`src/design/lfrc_pkg.sv`:
```
// Shared types and constants for the loop-filter / residual-combine block.
// No dependencies.
`default_nettype none

package lfrc_pkg;

    localparam int SIDE       = 8;
    localparam int CELLS      = SIDE * SIDE;
    localparam int POS_W      = $clog2(CELLS);
    localparam int ADDR_W     = POS_W + 1;          // bank bit on top of raster index
    localparam int STEP_W     = 7;
    localparam int PIX_W      = 8;
    localparam int VAL_W      = 16;
    localparam int QUEUE_DEPTH = 2;
    localparam int QCNT_W     = $clog2(QUEUE_DEPTH + 1);

    localparam logic [POS_W-1:0]  POS_LAST   = POS_W'(CELLS - 1);
    localparam logic [2:0]        EDGE_LAST  = 3'(SIDE - 1);
    // back sweep: pixel read, window shift, 9-deep look-ahead, result register
    localparam logic [STEP_W-1:0] VAL_LEAD   = STEP_W'(10);
    localparam logic [STEP_W-1:0] FIRST_OUT  = STEP_W'(11);
    localparam logic [STEP_W-1:0] STEP_LAST  = STEP_W'(CELLS + 10);

    localparam logic MODE_SUB = 1'b0;
    localparam logic MODE_ADD = 1'b1;

    typedef struct packed {
        logic bank;
        logic mode;
        logic filt;
    } blk_desc_t;

    typedef struct packed {
        logic              en;
        logic [ADDR_W-1:0] addr;
        logic [PIX_W-1:0]  pixel;
        logic [VAL_W-1:0]  value;
    } store_wr_t;

endpackage

`default_nettype wire

```
`src/design/lfrc_front.sv`:
```
// Input side: takes words, writes them into the current store bank and
// posts a block descriptor once 64 words are in. Uses lfrc_pkg.
`default_nettype none

module lfrc_front (
    input  logic                        clk,
    input  logic                        rst_n,
    input  logic                        in_valid,
    output logic                        in_stall,
    input  logic                        mode,
    input  logic                        filter_on,
    input  logic [7:0]                  pred_pixel,
    input  logic signed [15:0]          block_value,
    input  logic                        q_full,
    output lfrc_pkg::store_wr_t         wr,
    output logic                        push,
    output lfrc_pkg::blk_desc_t         push_desc
);
    import lfrc_pkg::*;

    logic [POS_W-1:0] pos_reg, pos_next;
    logic             bank_reg, bank_next;
    logic             mode_reg, mode_next;
    logic             filt_reg, filt_next;
    logic             accept;

    // a full queue means the bank we would write is still being read
    assign in_stall = q_full;
    assign accept   = in_valid && !q_full;

    always_comb
    begin
        pos_next  = pos_reg;
        bank_next = bank_reg;
        mode_next = mode_reg;
        filt_next = filt_reg;
        if (accept)
        begin
            pos_next = pos_reg + POS_W'(1);
            if (pos_reg == '0)
            begin
                mode_next = mode;
                filt_next = filter_on;
            end
            if (pos_reg == POS_LAST)
                bank_next = !bank_reg;
        end
    end

    always_ff @(posedge clk or negedge rst_n)
    begin
        if (!rst_n)
        begin
            pos_reg  <= '0;
            bank_reg <= 1'b0;
            mode_reg <= 1'b0;
            filt_reg <= 1'b0;
        end
        else
        begin
            pos_reg  <= pos_next;
            bank_reg <= bank_next;
            mode_reg <= mode_next;
            filt_reg <= filt_next;
        end
    end

    assign wr.en    = accept;
    assign wr.addr  = {bank_reg, pos_reg};
    assign wr.pixel = pred_pixel;
    assign wr.value = block_value;

    assign push           = accept && (pos_reg == POS_LAST);
    assign push_desc.bank = bank_reg;
    assign push_desc.mode = mode_reg;
    assign push_desc.filt = filt_reg;

endmodule

`default_nettype wire

```
`src/design/lfrc_queue.sv`:
```
// Two-entry descriptor queue between front and back, one entry per full bank.
// Uses lfrc_pkg.
`default_nettype none

module lfrc_queue (
    input  logic                clk,
    input  logic                rst_n,
    input  logic                push,
    input  lfrc_pkg::blk_desc_t push_desc,
    input  logic                pop,
    output logic                full,
    output logic                head_valid,
    output lfrc_pkg::blk_desc_t head
);
    import lfrc_pkg::*;

    blk_desc_t         ents_reg [QUEUE_DEPTH];
    logic              wr_ptr_reg, wr_ptr_next;
    logic              rd_ptr_reg, rd_ptr_next;
    logic [QCNT_W-1:0] count_reg, count_next;

    assign full       = (count_reg == QCNT_W'(QUEUE_DEPTH));
    assign head_valid = (count_reg != '0);
    assign head       = ents_reg[rd_ptr_reg];

    always_comb
    begin
        wr_ptr_next = push ? !wr_ptr_reg : wr_ptr_reg;
        rd_ptr_next = pop  ? !rd_ptr_reg : rd_ptr_reg;
        count_next  = count_reg;
        if (push && !pop)
            count_next = count_reg + QCNT_W'(1);
        else if (pop && !push)
            count_next = count_reg - QCNT_W'(1);
    end

    always_ff @(posedge clk or negedge rst_n)
    begin
        if (!rst_n)
        begin
            wr_ptr_reg <= 1'b0;
            rd_ptr_reg <= 1'b0;
            count_reg  <= '0;
        end
        else
        begin
            wr_ptr_reg <= wr_ptr_next;
            rd_ptr_reg <= rd_ptr_next;
            count_reg  <= count_next;
        end
    end

    always_ff @(posedge clk)
    begin
        if (push)
            ents_reg[wr_ptr_reg] <= push_desc;
    end

    a_no_push_full: assert property (@(posedge clk) disable iff (!rst_n)
        push |-> !full)
        else $error("descriptor pushed into full queue");

    a_no_pop_empty: assert property (@(posedge clk) disable iff (!rst_n)
        pop |-> head_valid)
        else $error("descriptor popped from empty queue");

endmodule

`default_nettype wire

```
`src/design/lfrc_back.sv`:
```
// Back end: owns the double-banked pixel/value stores, sweeps one bank per
// block through a 3x3 window, filters, combines and drives the output word.
// Uses lfrc_pkg.
`default_nettype none

module lfrc_back (
    input  logic                clk,
    input  logic                rst_n,
    input  lfrc_pkg::store_wr_t wr,
    input  logic                head_valid,
    input  lfrc_pkg::blk_desc_t head,
    output logic                pop,
    output logic                out_valid,
    input  logic                out_stall,
    output logic signed [15:0]  result_value,
    output logic                last
);
    import lfrc_pkg::*;

    localparam int WIN = 2 * SIDE + 3;

    logic [PIX_W-1:0]  pix_mem [2*CELLS];
    logic [VAL_W-1:0]  val_mem [2*CELLS];
    logic [PIX_W-1:0]  pix_rd_reg;
    logic [VAL_W-1:0]  val_rd_reg;
    logic [PIX_W-1:0]  win_reg [WIN];

    logic [STEP_W-1:0] step_reg, step_next;
    logic              out_valid_reg, out_valid_next;
    logic              out_last_reg;
    logic [VAL_W-1:0]  out_value_reg;

    logic              adv;
    logic              emit;
    logic [STEP_W-1:0] val_step;
    logic [STEP_W-1:0] cur_step;
    logic [POS_W-1:0]  cur_pos;
    logic              col_edge;
    logic              row_edge;
    logic [9:0]        h_up, h_mid, h_dn;
    logic [11:0]       v_sum;
    logic [11:0]       v_round;
    logic [PIX_W-1:0]  pred;
    logic [VAL_W-1:0]  combined;

    // 1-2-1 along a row; an edge column takes the center at weight 4
    function automatic logic [9:0] tap3(input logic [7:0] l, input logic [7:0] c,
                                        input logic [7:0] r, input logic edge_c);
        logic [9:0] s;
        if (edge_c)
            s = {c, 2'b00};
        else
            s = {2'b00, l} + {1'b0, c, 1'b0} + {2'b00, r};
        return s;
    endfunction

    assign adv  = head_valid && (!out_valid_reg || !out_stall);
    assign emit = (step_reg >= FIRST_OUT);
    assign pop  = adv && (step_reg == STEP_LAST);

    assign val_step = step_reg - VAL_LEAD;
    assign cur_step = step_reg - FIRST_OUT;
    assign cur_pos  = cur_step[POS_W-1:0];
    assign col_edge = (cur_pos[2:0] == 3'd0) || (cur_pos[2:0] == EDGE_LAST);
    assign row_edge = (cur_pos[5:3] == 3'd0) || (cur_pos[5:3] == EDGE_LAST);

    // window: tap 9 is the center, 0 is down-right, 18 is up-left
    assign h_up  = tap3(win_reg[18], win_reg[17], win_reg[16], col_edge);
    assign h_mid = tap3(win_reg[10], win_reg[9],  win_reg[8],  col_edge);
    assign h_dn  = tap3(win_reg[2],  win_reg[1],  win_reg[0],  col_edge);

    always_comb
    begin
        if (row_edge)
            v_sum = {h_mid, 2'b00};
        else
            v_sum = {2'b00, h_up} + {1'b0, h_mid, 1'b0} + {2'b00, h_dn};
    end

    assign v_round = v_sum + 12'd8;
    assign pred    = head.filt ? v_round[11:4] : win_reg[9];

    always_comb
    begin
        unique case (head.mode)
            MODE_ADD: combined = val_rd_reg + {{(VAL_W-PIX_W){1'b0}}, pred};
            MODE_SUB: combined = val_rd_reg - {{(VAL_W-PIX_W){1'b0}}, pred};
            default:  combined = val_rd_reg;
        endcase
    end

    // stores: write from the front, read one bank per sweep
    always_ff @(posedge clk)
    begin
        if (wr.en)
        begin
            pix_mem[wr.addr] <= wr.pixel;
            val_mem[wr.addr] <= wr.value;
        end
        if (adv)
        begin
            pix_rd_reg <= pix_mem[{head.bank, step_reg[POS_W-1:0]}];
            val_rd_reg <= val_mem[{head.bank, val_step[POS_W-1:0]}];
        end
    end

    always_ff @(posedge clk)
    begin
        if (adv)
        begin
            win_reg[0] <= pix_rd_reg;
            for (int i = 1; i < WIN; i++)
                win_reg[i] <= win_reg[i-1];
        end
    end

    always_comb
    begin
        step_next = step_reg;
        if (adv)
            step_next = (step_reg == STEP_LAST) ? '0 : step_reg + STEP_W'(1);
        out_valid_next = out_valid_reg && out_stall;
        if (adv && emit)
            out_valid_next = 1'b1;
    end

    always_ff @(posedge clk or negedge rst_n)
    begin
        if (!rst_n)
        begin
            step_reg      <= '0;
            out_valid_reg <= 1'b0;
        end
        else
        begin
            step_reg      <= step_next;
            out_valid_reg <= out_valid_next;
        end
    end

    always_ff @(posedge clk)
    begin
        if (adv && emit)
        begin
            out_value_reg <= combined;
            out_last_reg  <= (step_reg == STEP_LAST);
        end
    end

    assign out_valid    = out_valid_reg;
    assign result_value = out_value_reg;
    assign last         = out_last_reg;

    a_bank_apart: assert property (@(posedge clk) disable iff (!rst_n)
        (wr.en && head_valid) |-> (wr.addr[ADDR_W-1] != head.bank))
        else $error("front writes the bank being swept");

    a_last_follows_sweep: assert property (@(posedge clk) disable iff (!rst_n)
        pop |=> (out_valid_reg && out_last_reg && step_reg == '0))
        else $error("end of sweep without last word");

endmodule

`default_nettype wire

```
`src/design/loop_filter_residual_combine.sv`:
```
// Top level of the 8x8 loop-filter / residual-combine block.
// Depends on lfrc_pkg, lfrc_front, lfrc_queue, lfrc_back.
//
//   channel | handshake           | payload
//   --------+---------------------+----------------------------------------
//   in      | in_valid, in_stall  | mode, filter_on, pred_pixel, block_value
//   out     | out_valid, out_stall| result_value, last
//
// Input words are taken one per cycle while in_stall is low, into one of two
// store banks; a full bank is swept by the back end, one bank at a time, with
// 64 reads plus a window fill.
// The sweep of a bank starts only once its 64th input word is in.
// Reset clears pointers, counters and valids; store contents are undefined.
// in_stall rises while both banks hold blocks not yet fully swept; out_stall holds the
// output register and pauses the sweep.
`default_nettype none

module loop_filter_residual_combine (
    input  logic               clk,
    input  logic               rst_n,
    input  logic               in_valid,
    output logic               in_stall,
    input  logic               mode,
    input  logic               filter_on,
    input  logic [7:0]         pred_pixel,
    input  logic signed [15:0] block_value,
    output logic               out_valid,
    input  logic               out_stall,
    output logic signed [15:0] result_value,
    output logic               last
);
    import lfrc_pkg::*;

    store_wr_t wr;
    blk_desc_t push_desc;
    blk_desc_t head;
    logic      push;
    logic      pop;
    logic      q_full;
    logic      head_valid;

    lfrc_front u_front (
        .clk         (clk),
        .rst_n       (rst_n),
        .in_valid    (in_valid),
        .in_stall    (in_stall),
        .mode        (mode),
        .filter_on   (filter_on),
        .pred_pixel  (pred_pixel),
        .block_value (block_value),
        .q_full      (q_full),
        .wr          (wr),
        .push        (push),
        .push_desc   (push_desc)
    );

    lfrc_queue u_queue (
        .clk        (clk),
        .rst_n      (rst_n),
        .push       (push),
        .push_desc  (push_desc),
        .pop        (pop),
        .full       (q_full),
        .head_valid (head_valid),
        .head       (head)
    );

    lfrc_back u_back (
        .clk          (clk),
        .rst_n        (rst_n),
        .wr           (wr),
        .head_valid   (head_valid),
        .head         (head),
        .pop          (pop),
        .out_valid    (out_valid),
        .out_stall    (out_stall),
        .result_value (result_value),
        .last         (last)
    );

endmodule

`default_nettype wire

```
`config.mk`:
```
export PLATFORM = sky130hd
export DESIGN_NAME = loop_filter_residual_combine
export DESIGN_NICKNAME = d
export VERILOG_FILES = /design/src/design/lfrc_pkg.sv /design/src/design/lfrc_front.sv /design/src/design/lfrc_queue.sv /design/src/design/lfrc_back.sv /design/src/design/loop_filter_residual_combine.sv
export SDC_FILE = /design/constraint.sdc
export NUM_CORES = 2
export LEC_CHECK = 0
export BUFFER_PORTS_ARGS = -buffer_cell sky130_fd_sc_hd__buf_2
export CORE_MARGIN = 2
export CORE_UTILIZATION = 57
export DETAILED_ROUTE_END_ITERATION = 10
export PLACE_DENSITY = 0.74
export SYNTH_ARGS = -nofsm -noshare
export SYNTH_HDL_FRONTEND = slang
export SYNTH_SLANG_ARGS = --single-unit
```
`constraint.sdc`:
```
create_clock -name clk -period 7.1 [get_ports clk]
set_input_delay 0.71 -clock clk [delete_from_list [all_inputs] [get_ports clk]]
set_output_delay 0.71 -clock clk [all_outputs]
set_load 0.05 [all_outputs]
```
# Word level (Yosys, flattened, before mapping)
# Memory sizes are Yosys's and may differ from the RTL's. A register that Yosys moved wholly into a read port is not among the register bits.
# Index checks and enable logic that the tools add are counted.
[totals]
wordCells = 81
memories = 4
latchBits = 0
register_bits = 38
out_inout_bits = 19
mem_bits_ro = 0
ramBits = 3230
in_bits = 30
[mem_list]
columns = ["memory", "words", "width", "read_ports", "rd_ports_with_merged_regs", "wr", "line", "text"]
rows = [
  ["u_back.val_mem", 128, 16, 1, 1, 1, "lfrc_back.sv:23", "logic [VAL_W-1:0] val_mem [2*CELLS];"],
  ["u_back.pix_mem", 128, 8, 1, 1, 1, "lfrc_back.sv:22", "logic [PIX_W-1:0] pix_mem [2*CELLS];"],
  ["u_back.win_reg", 19, 8, 19, 0, 19, "lfrc_back.sv:26", "logic [PIX_W-1:0] win_reg [WIN];"],
  ["u_queue.ents_reg", 2, 3, 1, 0, 1, "lfrc_queue.sv:17", "blk_desc_t ents_reg [QUEUE_DEPTH];"],
]
[op_classes]
n_reduce_logical = 26
n_lt_le_gt_ge = 1
div = 0
addsub = 17
n_eq_ne = 5
shift = 0
bitwise = 1
muxes = 16
multipliers = 0
[ops]
columns = ["cell", "n"]
rows = [
  ["16-bit case mux with 2 select lines", 1],
  ["10-bit by 8-bit adder with 10-bit output", 3],
  ["8-bit by 9-bit adder with 10-bit output", 3],
  ["10-bit two-way mux", 3],
  ["16-bit by 8-bit adder with 16-bit output", 1],
  ["16-bit by 8-bit subtractor with 16-bit output", 1],
  ["10-bit by 11-bit adder with 12-bit output", 1],
  ["12-bit by 10-bit adder with 12-bit output", 1],
  ["12-bit by 4-bit adder with 12-bit output (second input constant)", 1],
  ["12-bit two-way mux", 1],
  ["6-bit by 4-bit subtractor with 6-bit output (second input constant)", 2],
  ["1-bit logical AND", 8],
  ["1-bit zero test", 8],
  ["8-bit two-way mux", 1],
  ["7-bit by 1-bit adder with 7-bit output (second input constant)", 1],
  ["7-bit == test (second input constant)", 1],
  ["7-bit by 4-bit >= comparator with 1-bit output (second input constant)", 1],
  ["1-bit two-way mux", 7],
  ["7-bit two-way mux", 1],
  ["6-bit by 1-bit adder with 6-bit output (second input constant)", 1],
  ["3-bit == test (second input constant)", 2],
  ["6-bit == test (second input constant)", 1],
  ["3-bit zero test", 2],
  ["6-bit zero test", 1],
  ["other kinds (8)", 13],
]

# Logic depth before layout (Yosys ltp)
[depth]
depth_word = 11
depth_mapped = 36
depth_no_buf = 35

# Modules after synthesis
# From an unflattened synthesis, not the netlist that was laid out.
[hier_totals]
hier_cells = 5356
area_unflattened_um2 = 127990.3
[modules_own_cells]
columns = ["mod", "seq_area_each_um2", "instances", "cells_per_inst", "area_each_um2"]
rows = [
  ["lfrc_back", 98244.2, 1, 5268, 126929.2],
  ["lfrc_front", 225.2, 1, 63, 655.6],
  ["lfrc_queue", 280.3, 1, 25, 405.4],
]

# Worst setup path before layout
# OpenSTA, ideal clock, no wires.
[synth_timing]
path_kind = "register to register"
from = "reg u_back.step_reg[2]"
to = "reg u_back.out_value_reg[15], in the netlist u_back.result_value[15] (data pin)"
required_ns = 6.840
synth_period_minus_slack_ns = 7.733
arrival_ns = 7.474
path_stages_with_launch = 36
setup_ns = 0.260
slack_ns = -0.633
n_path_buf = 5
path_cell_list = "dfrtp_1 clkbuf_1 buf_1 inv_1 ha_1 buf_2 inv_1 clkbuf_1 clkbuf_1 o21ai_0 fa_1 inv_1 ha_1 and2_1 o21a_1 or4_1 o21ai_0 ha_1 nand2_1 nor3b_2 mux2_2 o21ai_1 xnor2_1 o21a_1 and3_4 ha_1 nand2_1 o21ai_1 ha_1 and2_1 a22o_1 a311oi_1 or3_1 o2111ai_1 a21oi_1 xnor2_1"
[synth_between]
elab_chain_len = 11
elab_cells_between_ends = 18
classes_between = "add/sub: 6; eq/ne: 2; mux: 6; reduce/logical: 4"
[synth_lines]
columns = ["item", "line", "text"]
rows = [
  ["from (decl)", "lfrc_back.sv:28", "logic [STEP_W-1:0] step_reg, step_next;"],
  ["from (signal assigned)", "lfrc_back.sv:136", "step_reg <= step_next;"],
  ["6-bit by 4-bit subtractor with 6-bit output *", "lfrc_back.sv:62", "assign cur_step = step_reg - FIRST_OUT;"],
  ["3-bit == test or 3-bit zero test (tied branches)", "lfrc_back.sv:64", "assign col_edge = (cur_pos[2:0] == 3'd0) || (cur_pos[2:0] == EDGE_LAST);"],
  ["1-bit logical OR", "lfrc_back.sv:64", ""],
  ["10-bit two-way mux", "lfrc_back.sv:50", "if (edge_c)"],
  ["10-bit by 11-bit adder with 12-bit output", "lfrc_back.sv:77", "v_sum = {2'b00, h_up} + {1'b0, h_mid, 1'b0} + {2'b00, h_dn};"],
  ["12-bit by 10-bit adder with 12-bit output", "lfrc_back.sv:77", ""],
  ["12-bit two-way mux *", "lfrc_back.sv:74", "if (row_edge)"],
  ["12-bit by 4-bit adder with 12-bit output *", "lfrc_back.sv:80", "assign v_round = v_sum + 12'd8;"],
  ["8-bit two-way mux *", "lfrc_back.sv:81", "assign pred = head.filt ? v_round[11:4] : win_reg[9];"],
  ["16-bit by 8-bit subtractor with 16-bit output or 16-bit by 8-bit adder with 16-bit output (tied branches)", "lfrc_back.sv:87, lfrc_back.sv:86", ""],
  ["16-bit case mux with 2 select lines *", "lfrc_back.sv:85", "unique case (head.mode)"],
  ["via u_back.combined[15]", "lfrc_back.sv:44", "logic [VAL_W-1:0] combined;"],
  ["to (signal assigned)", "lfrc_back.sv:145", "out_value_reg <= combined;"],
  ["to (decl)", "lfrc_back.sv:31", "logic [VAL_W-1:0] out_value_reg;"],
]
# The timed path passes the listed nets; every way through them passes the cells marked *.
# A chain may end at the register's enable or synchronous reset.

==> results by stage <==
Worst setup path:
- The arrival time of data at the critical path endpoint is just under 8000 ps.
- The worst setup slack for register-to-register paths is -90 ps.
- The worst register-to-register path ends at u_back.result_value[15].
- For this run, the slowest stage of the critical path takes about 560 ps.
- The start-to-end type of the worst setup path is reg -> reg.
- The reg-to-reg startpoint is u_back.win_reg[0][1].
- The worst setup path startpoint is u_back.win_reg[0][1].
- The worst setup path is launched from a register.
- The master of the slowest instance on the critical path is sky130_fd_sc_hd__fa_1.
- At the worst endpoint, the required time is 7770 ps.
- The number of buffers and inverters on the critical path is 3.
- The worst register-to-register path has a depth of 34.
- STA classifies the critical path endpoint as a register.
- The top fanout value on the critical path is 5.
- The family with the most delay on the worst path is adder cells.

Timing:
- Setup violations remaining at the end of the flow were counted as 3.
- The count of final max-slew check failures is 0.
- The period utilization is 101%.
- Once routing completed, OpenROAD measured the worst setup slack at -85.6 ps.
- The largest clock skew in the final design is approximately 57 ps.
- The worst slew margin relative to its limit is between 10% and 20%.
- After layout, the minimum clock period comes to between 7000 and 8000 ps.
- The final number of hold-violating endpoints was 0.
- The upper clock frequency limit is about 140 MHz.
- Setup repair after global routing could not meet its margin everywhere.
- At the pin with the least slew margin, the transition time is roughly 1300 ps.
- On the final layout, the worst hold slack is 85.2 ps.

Floorplanning:
- The placement row count is approximately 170.
- After floorplanning, the core was sized to cover 0.223 mm^2.
- Measured along the y axis, the die boundary spans 477 um.
- From left edge to right edge, the die measures ~480 um.
- The die area is between 0.2 and 0.25 mm^2.
- approximately 50 I/O pins were placed.
- For this configuration, the core starts out at a cell density of 57.4%.

Route:
- After detailed routing, the number of remaining DRC violations is 0.
- The via total after detailed routing is around 61000.
- Summed over all layers, the routed wires come to around 320000 um.
- The number of vias per cell after detailed routing is between 6 and 7.
- The detailed router finished its first iteration with about 9100 violations.
- The post-route antenna net violation count is 0.
- After detailed routing, the average wire length per cell comes to approximately 36 um.
- The number of iterations in the first detailed-routing pass is 6.

Clock tree:
- The clock passes through at most 4 buffers.
- Counting every sink on the clock net gives roughly 3300.
- The H-tree depth is 5.
- The clock insertion delay at the later pin of the skew report is between 900 and 1000 ps.
- The clock input transition at the sequential cells of the worst setup and hold paths is approximately 60 ps.
- The clock tree from TritonCTS is yes.
- TritonCTS created roughly 330 clock buffers.
- CTS placed an instance of sky130_fd_sc_hd__clkbuf_16 at the clock tree root.

Synth:
- The net count after synthesis is around 5400.
- After synthesis the cells add up to around 0.13 mm^2.
- By count the netlist is led by sky130_fd_sc_hd__edfxtp_1 (3271), sky130_fd_sc_hd__mux4_2 (1005), sky130_fd_sc_hd__nor2_1 (166), sky130_fd_sc_hd__clkbuf_1 (138), sky130_fd_sc_hd__buf_2 (81).
- The fraction of synthesis flops using an asynchronous set or reset pin is less than 1%.
- The cell count after synthesis came out at 5304.
- The flop and latch count out of synthesis is roughly 3300.
- The number of distinct standard cells referenced by the synthesized netlist is 69.
- The library cell with the highest instance count after synthesis is sky130_fd_sc_hd__edfxtp_1.
- For this run, the register share of the synthesized area comes to between 70 and 80%.
- The share of synthesized area in the top cell type comes to roughly three quarters.
- For this run, the number of Yosys warnings is 0.
- By area the synthesized netlist is led by sky130_fd_sc_hd__edfxtp_1 (77%), sky130_fd_sc_hd__mux4_2 (18%), sky130_fd_sc_hd__ha_1 (0.62%).
- Yosys mapped a number of flops with a built-in enable equal to between 3000 and 4000.
- Among all flip-flop cells after synthesis, the most frequent one is sky130_fd_sc_hd__edfxtp_1.
- The mean area per synthesized cell is approximately 24 um^2.
- The biggest area consumer among synthesized cells is sky130_fd_sc_hd__edfxtp_1.

Final layout:
- The number of nets at the end of the flow is about 5900.
- In the final layout, the share of cells above drive strength 1 is about a third.
- The signed area change from the synthesized netlist to the final layout is 13.0%.
- The register with the most flip-flops in the layout has just over 2000 of them.
- Fill cells in the final layout number ~14000.
- The final core area utilization is around two thirds.

Power:
- Net switching is 31.6% of the power.
- The maximum vdd ir drop is about 1.4 mV.
- Sequential cells account for 33.7% of the total power.
- The leakage component of the power is between 40 and 50 nW.
- Power spread over the standard cell area amounts to ~470 mW/mm^2.
- Cell internal power was estimated by the tool at 46.4 mW.
- The clock network burns approximately 25% of the power.
- The analysis attributes to net switching a power of 21.4 mW.
- In this run, the combinational gates consume between 40% and 50% of the power.

Status:
- The flow ran to the end, but the final reports show violations.
- The final reports fail on setup timing.

Global route:
- The first-pass GRT wire length is between 400000 and 500000 um.
- Global routing finished with a remaining overflow of 0.
- The initial antenna violation count was 27.
- The maximum number of pins on one net before global-route repair is roughly 130.
- Global routing used ~28% of the available tracks across all layers.
- The via count of the first global-routing pass came to about 62000.

Placed design:
- The number of buffers added on ports is 48.
- Routability-driven placement finished with a final weighted congestion of roughly 0.83.
- The placed wire-length estimate after detailed placement is approximately 160000 um.

Job:
- The tool flagged a number of max-cap violations equal to 0.

Worst hold path:
- Along the worst hold path, the cell count comes to 1.
- The sink of the worst hold path is u_back.val_mem[11][10].
- The worst hold path begins at block_value[10].
- The worst hold path belongs to the class in -> reg.
==> worst register-to-register path, delay by kind of cell, from the launching register on <==
family / cells / cell delay [ps]
AO/OA/AOI/OAI: 11 / 1360
XOR/XNOR: 2 / 290
adder cells (fa/ha/maj): 8 / 2590
buffers and inverters: 3 / 240
flip-flops: 1 / 420
multiplexers: 1 / 150
AND/OR/NAND/NOR: 9 / 1880
==> placed cells by master (no fill, tap or decap), types with 14 or more instances in the layout <==
cell / instances
sky130_fd_sc_hd__edfxtp_1: 3271
sky130_fd_sc_hd__mux4_2: 1005
sky130_fd_sc_hd__clkbuf_16: 343
sky130_fd_sc_hd__buf_4: 320
sky130_fd_sc_hd__nor2_2: 125
sky130_fd_sc_hd__clkinv_1: 80
sky130_fd_sc_hd__clkinv_2: 67
sky130_fd_sc_hd__nand2_1: 61
sky130_fd_sc_hd__inv_1: 52
sky130_fd_sc_hd__ha_1: 50
sky130_fd_sc_hd__clkbuf_1: 49
sky130_fd_sc_hd__nor2_1: 40
sky130_fd_sc_hd__xnor2_1: 39
sky130_fd_sc_hd__a21oi_1: 33
sky130_fd_sc_hd__o21ai_0: 32
sky130_fd_sc_hd__fa_1: 31
sky130_fd_sc_hd__mux2_2: 29
sky130_fd_sc_hd__bufinv_16: 25
sky130_fd_sc_hd__buf_2: 24
sky130_fd_sc_hd__nand3_1: 16
sky130_fd_sc_hd__dfrtp_1: 16
sky130_fd_sc_hd__xor2_1: 15
sky130_fd_sc_hd__a21oi_2: 14
==> through the flow <==
stage / TNS [ps] / worst slack [ps] / instances / total power, mW / cell area, um^2
after floorplan: 0 / 13.8 / 5304 / 39.1 / 128000
after global placement: -1300 / -362 / 8361 / 47.1 / 133000
after detailed placement: -2070 / -489 / 8361 / 47.6 / 133000
after CTS: -320 / -150 / 8959 / 65.5 / 144000
after global routing: -1370 / -371 / 8971 / 70.7 / 144000
final: -114 / -85.6 / 8979 / 67.8 / 144000
==> layout make-up <==
cell class,count,area [um^2],share of cell area [%]
flip-flops and latches,3292,98800,68.4
multi-input cells,1700,28500,19.7
clock buffers,395,8810,6.10
well taps,2975,3720,2.58
repair buffers,358,2770,1.92
clock inverters,193,1570,1.09
inverters,55,211,0.146
diodes,11,27.5,0.0191
==> logic make-up (layout without fill, tap and decap cells) <==
group                    Yosys count  in the layout  synth area share, %
flip-flops                      3292           3292                 77.3
AO/OA/AOI/OAI                    166            166                0.837
XOR/XNOR                          58             58                0.398
buffers and inverters            312           1001                 1.00
other                              0             11                    0
AND/OR/NAND/NOR                  332            332                 1.20
adder cells (fa/ha/maj)           97             97                 1.15
multiplexers                    1047           1047                 18.1
==> repair_timing <==
action / 4_1_cts / 5_1_grt
buffers inserted: 7 / 10
pin swaps: 33 / 46
setup endpoints to repair: 7 / 8
hold buffers: 3 / 0
endpoints found under the hold margin: 23 / 0
gates resized for setup: 33 / 51
==> worst max path at each step <==
| stage | to | slack (ps) | cells after the start |
|---|---|---|---|
| floorplan | u_back.result_value[15] | 10 | 33 |
| global placement | u_back.result_value[15] | -360 | 33 |
| detailed placement | u_back.result_value[14] | -490 | 32 |
| CTS | u_back.result_value[15] | -150 | 33 |
| global route | u_back.result_value[15] | -370 | 34 |
| finish | u_back.result_value[15] | -90 | 34 |
==> power by group through the flow <==
stage,Combinational [mW],Sequential [mW],Clock [mW]
6_report,28.0,22.8,16.9
3_3_place_gp,24.0,23.2,0
5_1_grt,30.0,22.9,17.8
4_1_cts,25.6,22.8,17.1
3_5_place_dp,24.4,23.2,0
2_1_floorplan,15.9,23.1,0
==> per-layer routing <==
layer / vias to the layer above / track usage [%] / wire (um)
li1: 23600 / - / -
met1: 32400 / 38.6 / 114000
met2: 4406 / 45.4 / 158000
met3: 671 / 7.21 / 37200
met4: 12 / 10.1 / 12000
met5: - / 0 / 80
Power figures use the tool's default switching activity.
